### src/rtl/tbr_pkg.sv
// Shared types and constants for the tiled background pixel renderer.
// Holds the input and result word layouts, action codes and register indexes.
// No dependencies.
package tbr_pkg;

    // Default sizes of video memory and of the visible screen in tiles.
    localparam int VRAM_HALFWORDS_DEF    = 49152;
    localparam int SCREEN_TILES_WIDE_DEF = 30;
    localparam int SCREEN_TILES_HIGH_DEF = 20;

    // Video memory index arithmetic is done at this width, wide enough to hold the depth itself.
    localparam int VIDX_W = 17;

    // Palette geometry.
    localparam int PAL_ADDR_W  = 8;
    localparam int COLOR_W     = 15;

    // Configuration port geometry.
    localparam int PADDR_W = 3;
    localparam int PDATA_W = 32;

    // Register indexes, taken from the register select bit of paddr.
    localparam logic REG_MAP_BASE  = 1'b0;
    localparam logic REG_CHAR_BASE = 1'b1;

    // Input word actions.
    typedef enum logic [1:0] {
        ACT_VRAM_WRITE = 2'd0,
        ACT_PAL_WRITE  = 2'd1,
        ACT_RENDER     = 2'd2
    } action_t;

    // Input word.
    typedef struct packed {
        action_t     action;
        logic [15:0] address;
        logic [15:0] write_data;
        logic [7:0]  pixel_x;
        logic [7:0]  pixel_y;
    } in_word_t;

    // Result word.
    typedef struct packed {
        logic [7:0] red;
        logic [7:0] green;
        logic [7:0] blue;
        logic [7:0] out_x;
        logic [7:0] out_y;
    } out_word_t;

    // Layer configuration as seen by the pipeline.
    typedef struct packed {
        logic [4:0] map_base;
        logic [1:0] char_base;
    } cfg_t;

endpackage

### src/rtl/tbr_cfg.sv
// Configuration registers of the tiled background renderer behind an APB-style port.
// Depends on tbr_pkg for the register indexes and the cfg_t struct.
module tbr_cfg (
    input  logic                         aclk,
    input  logic                         aresetn,
    input  logic                         psel,
    input  logic                         penable,
    input  logic                         pwrite,
    input  logic [tbr_pkg::PADDR_W-1:0]  paddr,
    input  logic [tbr_pkg::PDATA_W-1:0]  pwdata,
    output logic [tbr_pkg::PDATA_W-1:0]  prdata,
    output logic                         pready,
    output tbr_pkg::cfg_t                cfg
);
    import tbr_pkg::*;

    logic [4:0] map_base_reg;
    logic [1:0] char_base_reg;
    logic       wr_strobe;

    // The port never inserts wait states.
    assign pready    = 1'b1;
    assign wr_strobe = psel & penable & pwrite & pready;

    // Register writes land in the access cycle.
    always_ff @(posedge aclk) begin
        if (!aresetn) begin
            map_base_reg  <= '0;
            char_base_reg <= '0;
        end else if (wr_strobe) begin
            case (paddr[2])
                REG_MAP_BASE:  map_base_reg  <= pwdata[4:0];
                REG_CHAR_BASE: char_base_reg <= pwdata[1:0];
                default: ;
            endcase
        end
    end

    // Read back the selected register.
    always_comb begin
        case (paddr[2])
            REG_MAP_BASE:  prdata = {27'd0, map_base_reg};
            REG_CHAR_BASE: prdata = {30'd0, char_base_reg};
            default:       prdata = '0;
        endcase
    end

    assign cfg.map_base  = map_base_reg;
    assign cfg.char_base = char_base_reg;

endmodule

### config.mk
export PLATFORM = sky130hd
export DESIGN_NAME = tbr_cfg
export DESIGN_NICKNAME = d
export VERILOG_FILES = /design/src/rtl/tbr_pkg.sv /design/src/rtl/tbr_cfg.sv
export SDC_FILE = /design/constraint.sdc
export NUM_CORES = 1
export LEC_CHECK = 0
export BUFFER_PORTS_ARGS = -buffer_cell sky130_fd_sc_hd__buf_2
export CAP_MARGIN = 20
export CORE_UTILIZATION = 29
export DETAILED_ROUTE_END_ITERATION = 10
export PLACE_DENSITY_LB_ADDON = 0.05
export SLEW_MARGIN = 20
export SYNTH_ARGS = -nofsm -noshare
export SYNTH_HDL_FRONTEND = slang
export SYNTH_SLANG_ARGS = --single-unit
### constraint.sdc
create_clock -name aclk -period 0.8 [get_ports aclk]
set_input_delay 0.16 -clock aclk [delete_from_list [all_inputs] [get_ports aclk]]
set_output_delay 0.16 -clock aclk [all_outputs]
set_load 0.01 [all_outputs]
# ---- After elaboration in Yosys (flattened, before gate mapping)
# Index checks and enable logic that the tools add are counted.
dict set report op_classes {
  shift 0
  multipliers 0
  add_sub_neg 0
  div_mod_pow 0
  bitwise 3
  eq_ne 0
  order_cmp 0
  reduce_logical 2
  muxes 1
}
# operator count
set op_table {}
lappend op_table {{$pmux W32 S2} 1}
lappend op_table {{$reduce_and A2 Y1} 2}
lappend op_table {{$and A1 B1 Y1} 2}
lappend op_table {{$not A1 Y1} 1}
dict set report word_totals {
  memories 0
  wordCells 8
  latch_bits 0
  regBits 7
  mem_bits_rw 0
  rom_bits 0
}

# ---- Depth between registers and ports, before layout
# Gate-level depths: netlist of the first run.
dict set report logic_depth {
  word_depth 3
  ltp_mapped 3
  depth_no_buf 2
}

# ---- Worst setup path before layout of the first run
# Ideal clock, no wire load.
dict set report synth_timing {
  kind {register -> output}
  start {register char_base_reg[0]}
  end {output prdata[0] in the netlist's numbering}
  slack_ns 0.022
  path_buffers 0
  arrival_ns 0.618
  path_stages_with_launch 2
  cell_sequence {dfxtp_1 mux2_2}
}
dict set report synth_between {
  elab_chain_cells 1
}
# element line
set synth_lines {}
lappend synth_lines {{from (decl)} tbr_cfg.sv:18} ;# logic [1:0] char_base_reg;
lappend synth_lines {{from (signal assigned)} tbr_cfg.sv:33} ;# REG_CHAR_BASE: char_base_reg <= pwdata[1:0];
lappend synth_lines {{$pmux W32 S2} tbr_cfg.sv:41} ;# case (paddr[2])
lappend synth_lines {{to (decl)} tbr_cfg.sv:11} ;# output logic [tbr_pkg::PDATA_W-1:0] prdata,
# Every way passes these cells. The select of a mux whose other input is x is not followed.

# ---- Worst setup path in the final report of the first run
dict set report layout_timing {
  start {register map_base_reg[1]}
  end {output prdata[1] in the netlist's numbering}
}
dict set report layout_between {
  elab_chain_cells 1
}
# element line
set layout_lines {}
lappend layout_lines {{from (decl)} tbr_cfg.sv:17} ;# logic [4:0] map_base_reg;
lappend layout_lines {{from (signal assigned)} tbr_cfg.sv:32} ;# REG_MAP_BASE: map_base_reg <= pwdata[4:0];
lappend layout_lines {{$pmux W32 S2} tbr_cfg.sv:41}
# Every way passes these cells. The select of a mux whose other input is x is not followed.

==> results of run 1 <==
[final cells by class]
type / instances / area, um2 / area share [%]
Multi-Input combinational cell: 54 / 294.0 / 36.32
Timing Repair Buffer: 35 / 309.0 / 38.18
Tap cell: 25 / 31.28 / 3.864
Sequential cell: 7 / 148.9 / 18.39
Clock buffer: 4 / 26.28 / 3.246
[kinds of logic after synthesis]
kind of cell	after synthesis	synth area share [%]
muxes	9	16.74
other	2	1.358
DFF	7	25.34
buffers and inverters	30	40.72
and+or+nand+nor	17	15.84
[report_power, final]
group          leakage [uW]  total (uW)  internal [uW]  switching, uW
combinational      0.000366         188           77.5            111
sequential        0.0000601         363            358           4.69
clock             0.0000150         323            190            133
[worst max path at each step]
stage                           end  depth (start not counted)              from
finish                    prdata[1]                          2   map_base_reg[1]
global route              prdata[1]                          2   map_base_reg[1]
CTS                       prdata[0]                          2   map_base_reg[0]
detailed placement  map_base_reg[4]                          4          paddr[2]
global placement    map_base_reg[2]                          4          paddr[2]
floorplan                 prdata[0]                          1  char_base_reg[0]
[per-layer routing]
layer	vias to the layer above	wire length, um	part of all wire, %
met4	0	6	0.61
met1	199	395	40
met5	-	0	0
met2	29	506	51
met3	2	82	8.3
li1	218	-	-
[synth_stat cells]
library cell  instances
nand2_1              12
buf_4                28
nand4_1               1
clkbuf_1              1
buf_6                 1
mux2_2                2
and2b_2               3
and4b_1               1
conb_1                2
dfxtp_1               7
mux2i_1               7
[stage by stage]
step,cells,power [uW],area [um2],worst slack [ns]
final,125,874.3,809.5,-0.3247
after global routing,125,933.9,809.5,-0.3502
after CTS,124,883.8,763.2,-0.3240
after detailed placement,115,522.8,619.3,-0.1777
after global placement,115,522.7,619.3,-0.1749
after floorplan,91,569.3,650.6,0.02225
[worst max-delay path: stages, from the launching register on]
cell and delay [ns]:
dfxtp_2 0.32, mux2_4 0.27, buf_6 0.12
[what timing repair did]
| action | CTS | global route |
|---|---|---|
| endpoints found under the setup margin | 12 | 14 |
| hold buffers | 0 | 0 |
| resized for setup | 18 | 11 |
| buffers inserted | 5 | 1 |
| endpoints found under the hold margin | 0 | 0 |
==> flow_summary.json, run 1 <==
{
  "r2r_cells": 4,
  "setup_tns_ns": -2.481,
  "die-height_um": 45.67,
  "ir_worst_vdd_v": 0.0005846,
  "layout_commonest_cell": "conb_1",
  "hpwlAfterDp_um": 769.5,
  "leakagePower_uw": 0.0004408,
  "start_util_pct": 31.35,
  "via_per_inst": 3.584,
  "wl_um": 990,
  "die_x_um": 45.67,
  "setup_ws_ns": -0.3247,
  "rows": 15,
  "cts_buffers": 3,
  "cp-start-kind": "flop",
  "drv_slew": 0,
  "synth-warning-count": 0,
  "critPathKind": "reg -> out",
  "grt_use_met3_pct": 3.968,
  "vias": 448,
  "io_pins": 80,
  "yosysTopAreaCellShare_pct": 38.01,
  "clock_skew_ns": 0,
  "fmax_ghz": 0.8891,
  "synth-seq-cells": 7,
  "drc": 0,
  "grt_use_met2_pct": 14.29,
  "critPathMaxFanout": 2,
  "avgSynthCellArea_um2": 8.508,
  "r2r_slack_ns": 0.05,
  "use_met1_pct": 11.06,
  "antenna_found_initial": 0,
  "hold_end": "map_base_reg[3]",
  "worstReg2RegStart": "map_base_reg[0]",
  "min_path_type": "in -> reg",
  "path_clk_slew_ns": 0.05,
  "n_antenna_cell": 0,
  "grt_pass1_wl_mm": 1.359,
  "setup_violations": 12,
  "grt_pass1_vias": 321,
  "cts_tree": "built",
  "netlist_instances": 65,
  "fin_worst_hold_slack_ns": 0.1526,
  "status": "finished, violations left",
  "clk_latency_ns": 0.25,
  "rr_endpoint": "map_base_reg[0]",
  "cap_viol_max_count": 0,
  "wire_per_inst_um": 7.920,
  "drive_gt1_share_pct": 52.00,
  "fillers": 191,
  "portBuffers": 22,
  "cts_sinks": 7,
  "largest_reg_flops": 5,
  "clock-root-buffer": "clkbuf_4",
  "grt_max_degree": 13,
  "period_share_pct": 140.6,
  "hold_viol": 0,
  "p_per_area_nw_per_um2": 1080,
  "violations": "negative setup slack",
  "busiest_layer": "met2",
  "rsz0062_at_grt": "yes",
  "period_minus_slack_ns": 1.125,
  "die-area_um2": 2086,
  "cp-end-kind": "primary output",
  "routabilityCongestion": 0.6542,
  "area_delta_synth_final_pct": 46.38,
  "yosys-top-cells-area": "buf_4 38%, dfxtp_1 25%, mux2i_1 13%",
  "fin_util_pct": 45.89,
  "coreArea_um2": 1764,
  "hold_depth": 3,
  "netlist_area_um2": 553.0,
  "mostFrequentLayoutCells": "28 x conb_1, 19 x buf_6, 10 x nand2_1, 10 x buf_2",
  "nets": 141,
  "ant_nets": 0,
  "htreeDepth": 1,
  "drt_iter0_drc": 1,
  "grt_usage_pct": 9.688,
  "required_ns": 0.64,
  "synth_cell_types": 11,
  "overflow": 0,
  "worstHoldStart": "pwdata[3]",
  "drt_first_pass_iters": 2,
  "cts_buffer_depth": 2,
  "synth_top_area_cell": "buf_4",
  "cp_data_arrival_time_ns": 0.96,
  "ys_seq_area_share_pct": 25.34
}
No activity file was read; power rests on OpenSTA's default activity.
==> run 2, diff against run 1 <==
- clock period: 0.8 -> 1.05 ns (I/O delays scaled with it)
==> flow_summary.json, run 2 (same netlist as run 1, synthesis figures left out) <==
{
  "status": "finished, violations left",
  "violations": "negative setup slack",
  "fin_worst_hold_slack_ns": 0.2103,
  "fin_util_pct": 40.85,
  "p_per_area_nw_per_um2": 896.7,
  "rsz0062_at_grt": "yes",
  "drt_iter0_drc": 4,
  "grt_usage_pct": 8.778,
  "n_antenna_cell": 0,
  "cp_top_family": "flip-flops",
  "overflow": 0,
  "cp_data_arrival_time_ns": 0.96,
  "power_uw": 646.3,
  "rows": 15,
  "placedCellCount": 110,
  "start_util_pct": 31.35,
  "fmax_ghz": 0.8549,
  "path_clk_slew_ns": 0.05,
  "hpwlAfterDp_um": 715.8,
  "vias": 430,
  "mostFrequentLayoutCells": "28 x conb_1, 15 x buf_2, 12 x nand2_1",
  "grt_pass1_vias": 308,
  "die_x_um": 45.67,
  "hold_viol": 0,
  "critPathKind": "reg -> out",
  "die-height_um": 45.67,
  "cp-end-kind": "primary output",
  "routabilityCongestion": 0.6211,
  "setup_ws_ns": -0.1197,
  "cts_sinks": 7,
  "cap_viol_max_count": 0,
  "ir_worst_vdd_v": 0.0003031,
  "ant_nets": 0,
  "drv_slew": 0,
  "cp-start-kind": "flop",
  "required_ns": 0.84,
  "cp_slowest_cell": "dfxtp_2",
  "die-area_um2": 2086,
  "period_minus_slack_ns": 1.170,
  "setup_violations": 5,
  "wl_um": 973,
  "cts_tree": "built",
  "coreArea_um2": 1764,
  "drive_gt1_share_pct": 47.92,
  "io_pins": 80,
  "grt_max_degree": 13,
  "clock_skew_ns": 0,
  "max_stage_delay_ns": 0.32,
  "cts_buffer_depth": 2,
  "critPathMaxFanout": 2,
  "final_cell_count_no_fill": 121,
  "leakagePower_uw": 0.0004117,
  "cts_hold_buf": 0,
  "clock-root-buffer": "clkbuf_4",
  "clk_latency_ns": 0.24,
  "portBuffers": 22,
  "wire_per_inst_um": 8.041,
  "area_delta_synth_final_pct": 30.32,
  "cts_buffers": 3,
  "path_cells": "mux2_4 -> buf_6",
  "via_per_inst": 3.554,
  "largest_reg_flops": 5,
  "drc": 0,
  "htreeDepth": 1,
  "period_share_pct": 111.4,
  "path_buf_inv": 1,
  "nets": 137,
  "min_path_type": "in -> reg",
  "drt_first_pass_iters": 4,
  "fillers": 192,
  "antenna_found_initial": 0,
  "grt_pass1_wl_mm": 1.235,
  "layout_commonest_cell": "conb_1",
  "r2r_slack_ns": 0.38
}
[run 2: changes by cell type in the layout (fill, tap and decap cells not counted), sizes merged]
cell  change
buf       -4
[run 2: path summary, 6_finish.rpt]
| path | cells past startpoint | start | to |
|---|---|---|---|
| worst max-delay path | 2 | map_base_reg[1] | prdata[1] |
| worst min-delay path | 3 | pwdata[2] | map_base_reg[2] |
| worst max register to register | 3 | map_base_reg[4] | map_base_reg[4] |
| worst min register to register | 3 | map_base_reg[0] | map_base_reg[0] |
[run 2: per-stage QoR]
step | worst slack [ns] | instance area (um2) | setup TNS, ns
after detailed placement | -0.004899 | 581.8 | -0.004899
after global placement | -0.002897 | 581.8 | -0.005622
after floorplan | 0.2222 | 650.6 | 0
after CTS | -0.1098 | 704.4 | -0.2897
after global routing | -0.1398 | 720.7 | -0.3998
final | -0.1197 | 720.7 | -0.2709
[run 2: layout make-up]
type / count / area (um2) / share of cell area [%]
Timing Repair Buffer: 31 / 221.5 / 30.73
Clock buffer: 4 / 26.28 / 3.646
Multi-Input combinational cell: 54 / 292.8 / 40.63
Sequential cell: 7 / 148.9 / 20.66
Tap cell: 25 / 31.28 / 4.340
[run 2: worst reg2reg max path: stages (launching register included)]
cell and delay (ns):
dfxtp_2 0.33, buf_4 0.11, nand2_1 0.04, mux2i_1 0.12
[run 2: per-layer routing]
metal  track usage, %  wire length (um)
met1            9.592               437
met4            5.455                 6
met5                0                 0
met2            14.57               437
met3            2.778                91
[run 2: repair_timing]
item	in CTS	in global routing
endpoints found under the hold margin	0	0
setup buffers	7	0
setup endpoints to repair	5	7
pin swaps	0	0
gates resized for setup	13	3
[run 2: power by group]
group          switching (uW)  internal (uW)
Sequential               2.80            273
Clock                    96.0            145
Combinational            82.2           47.7
Total                     181            465
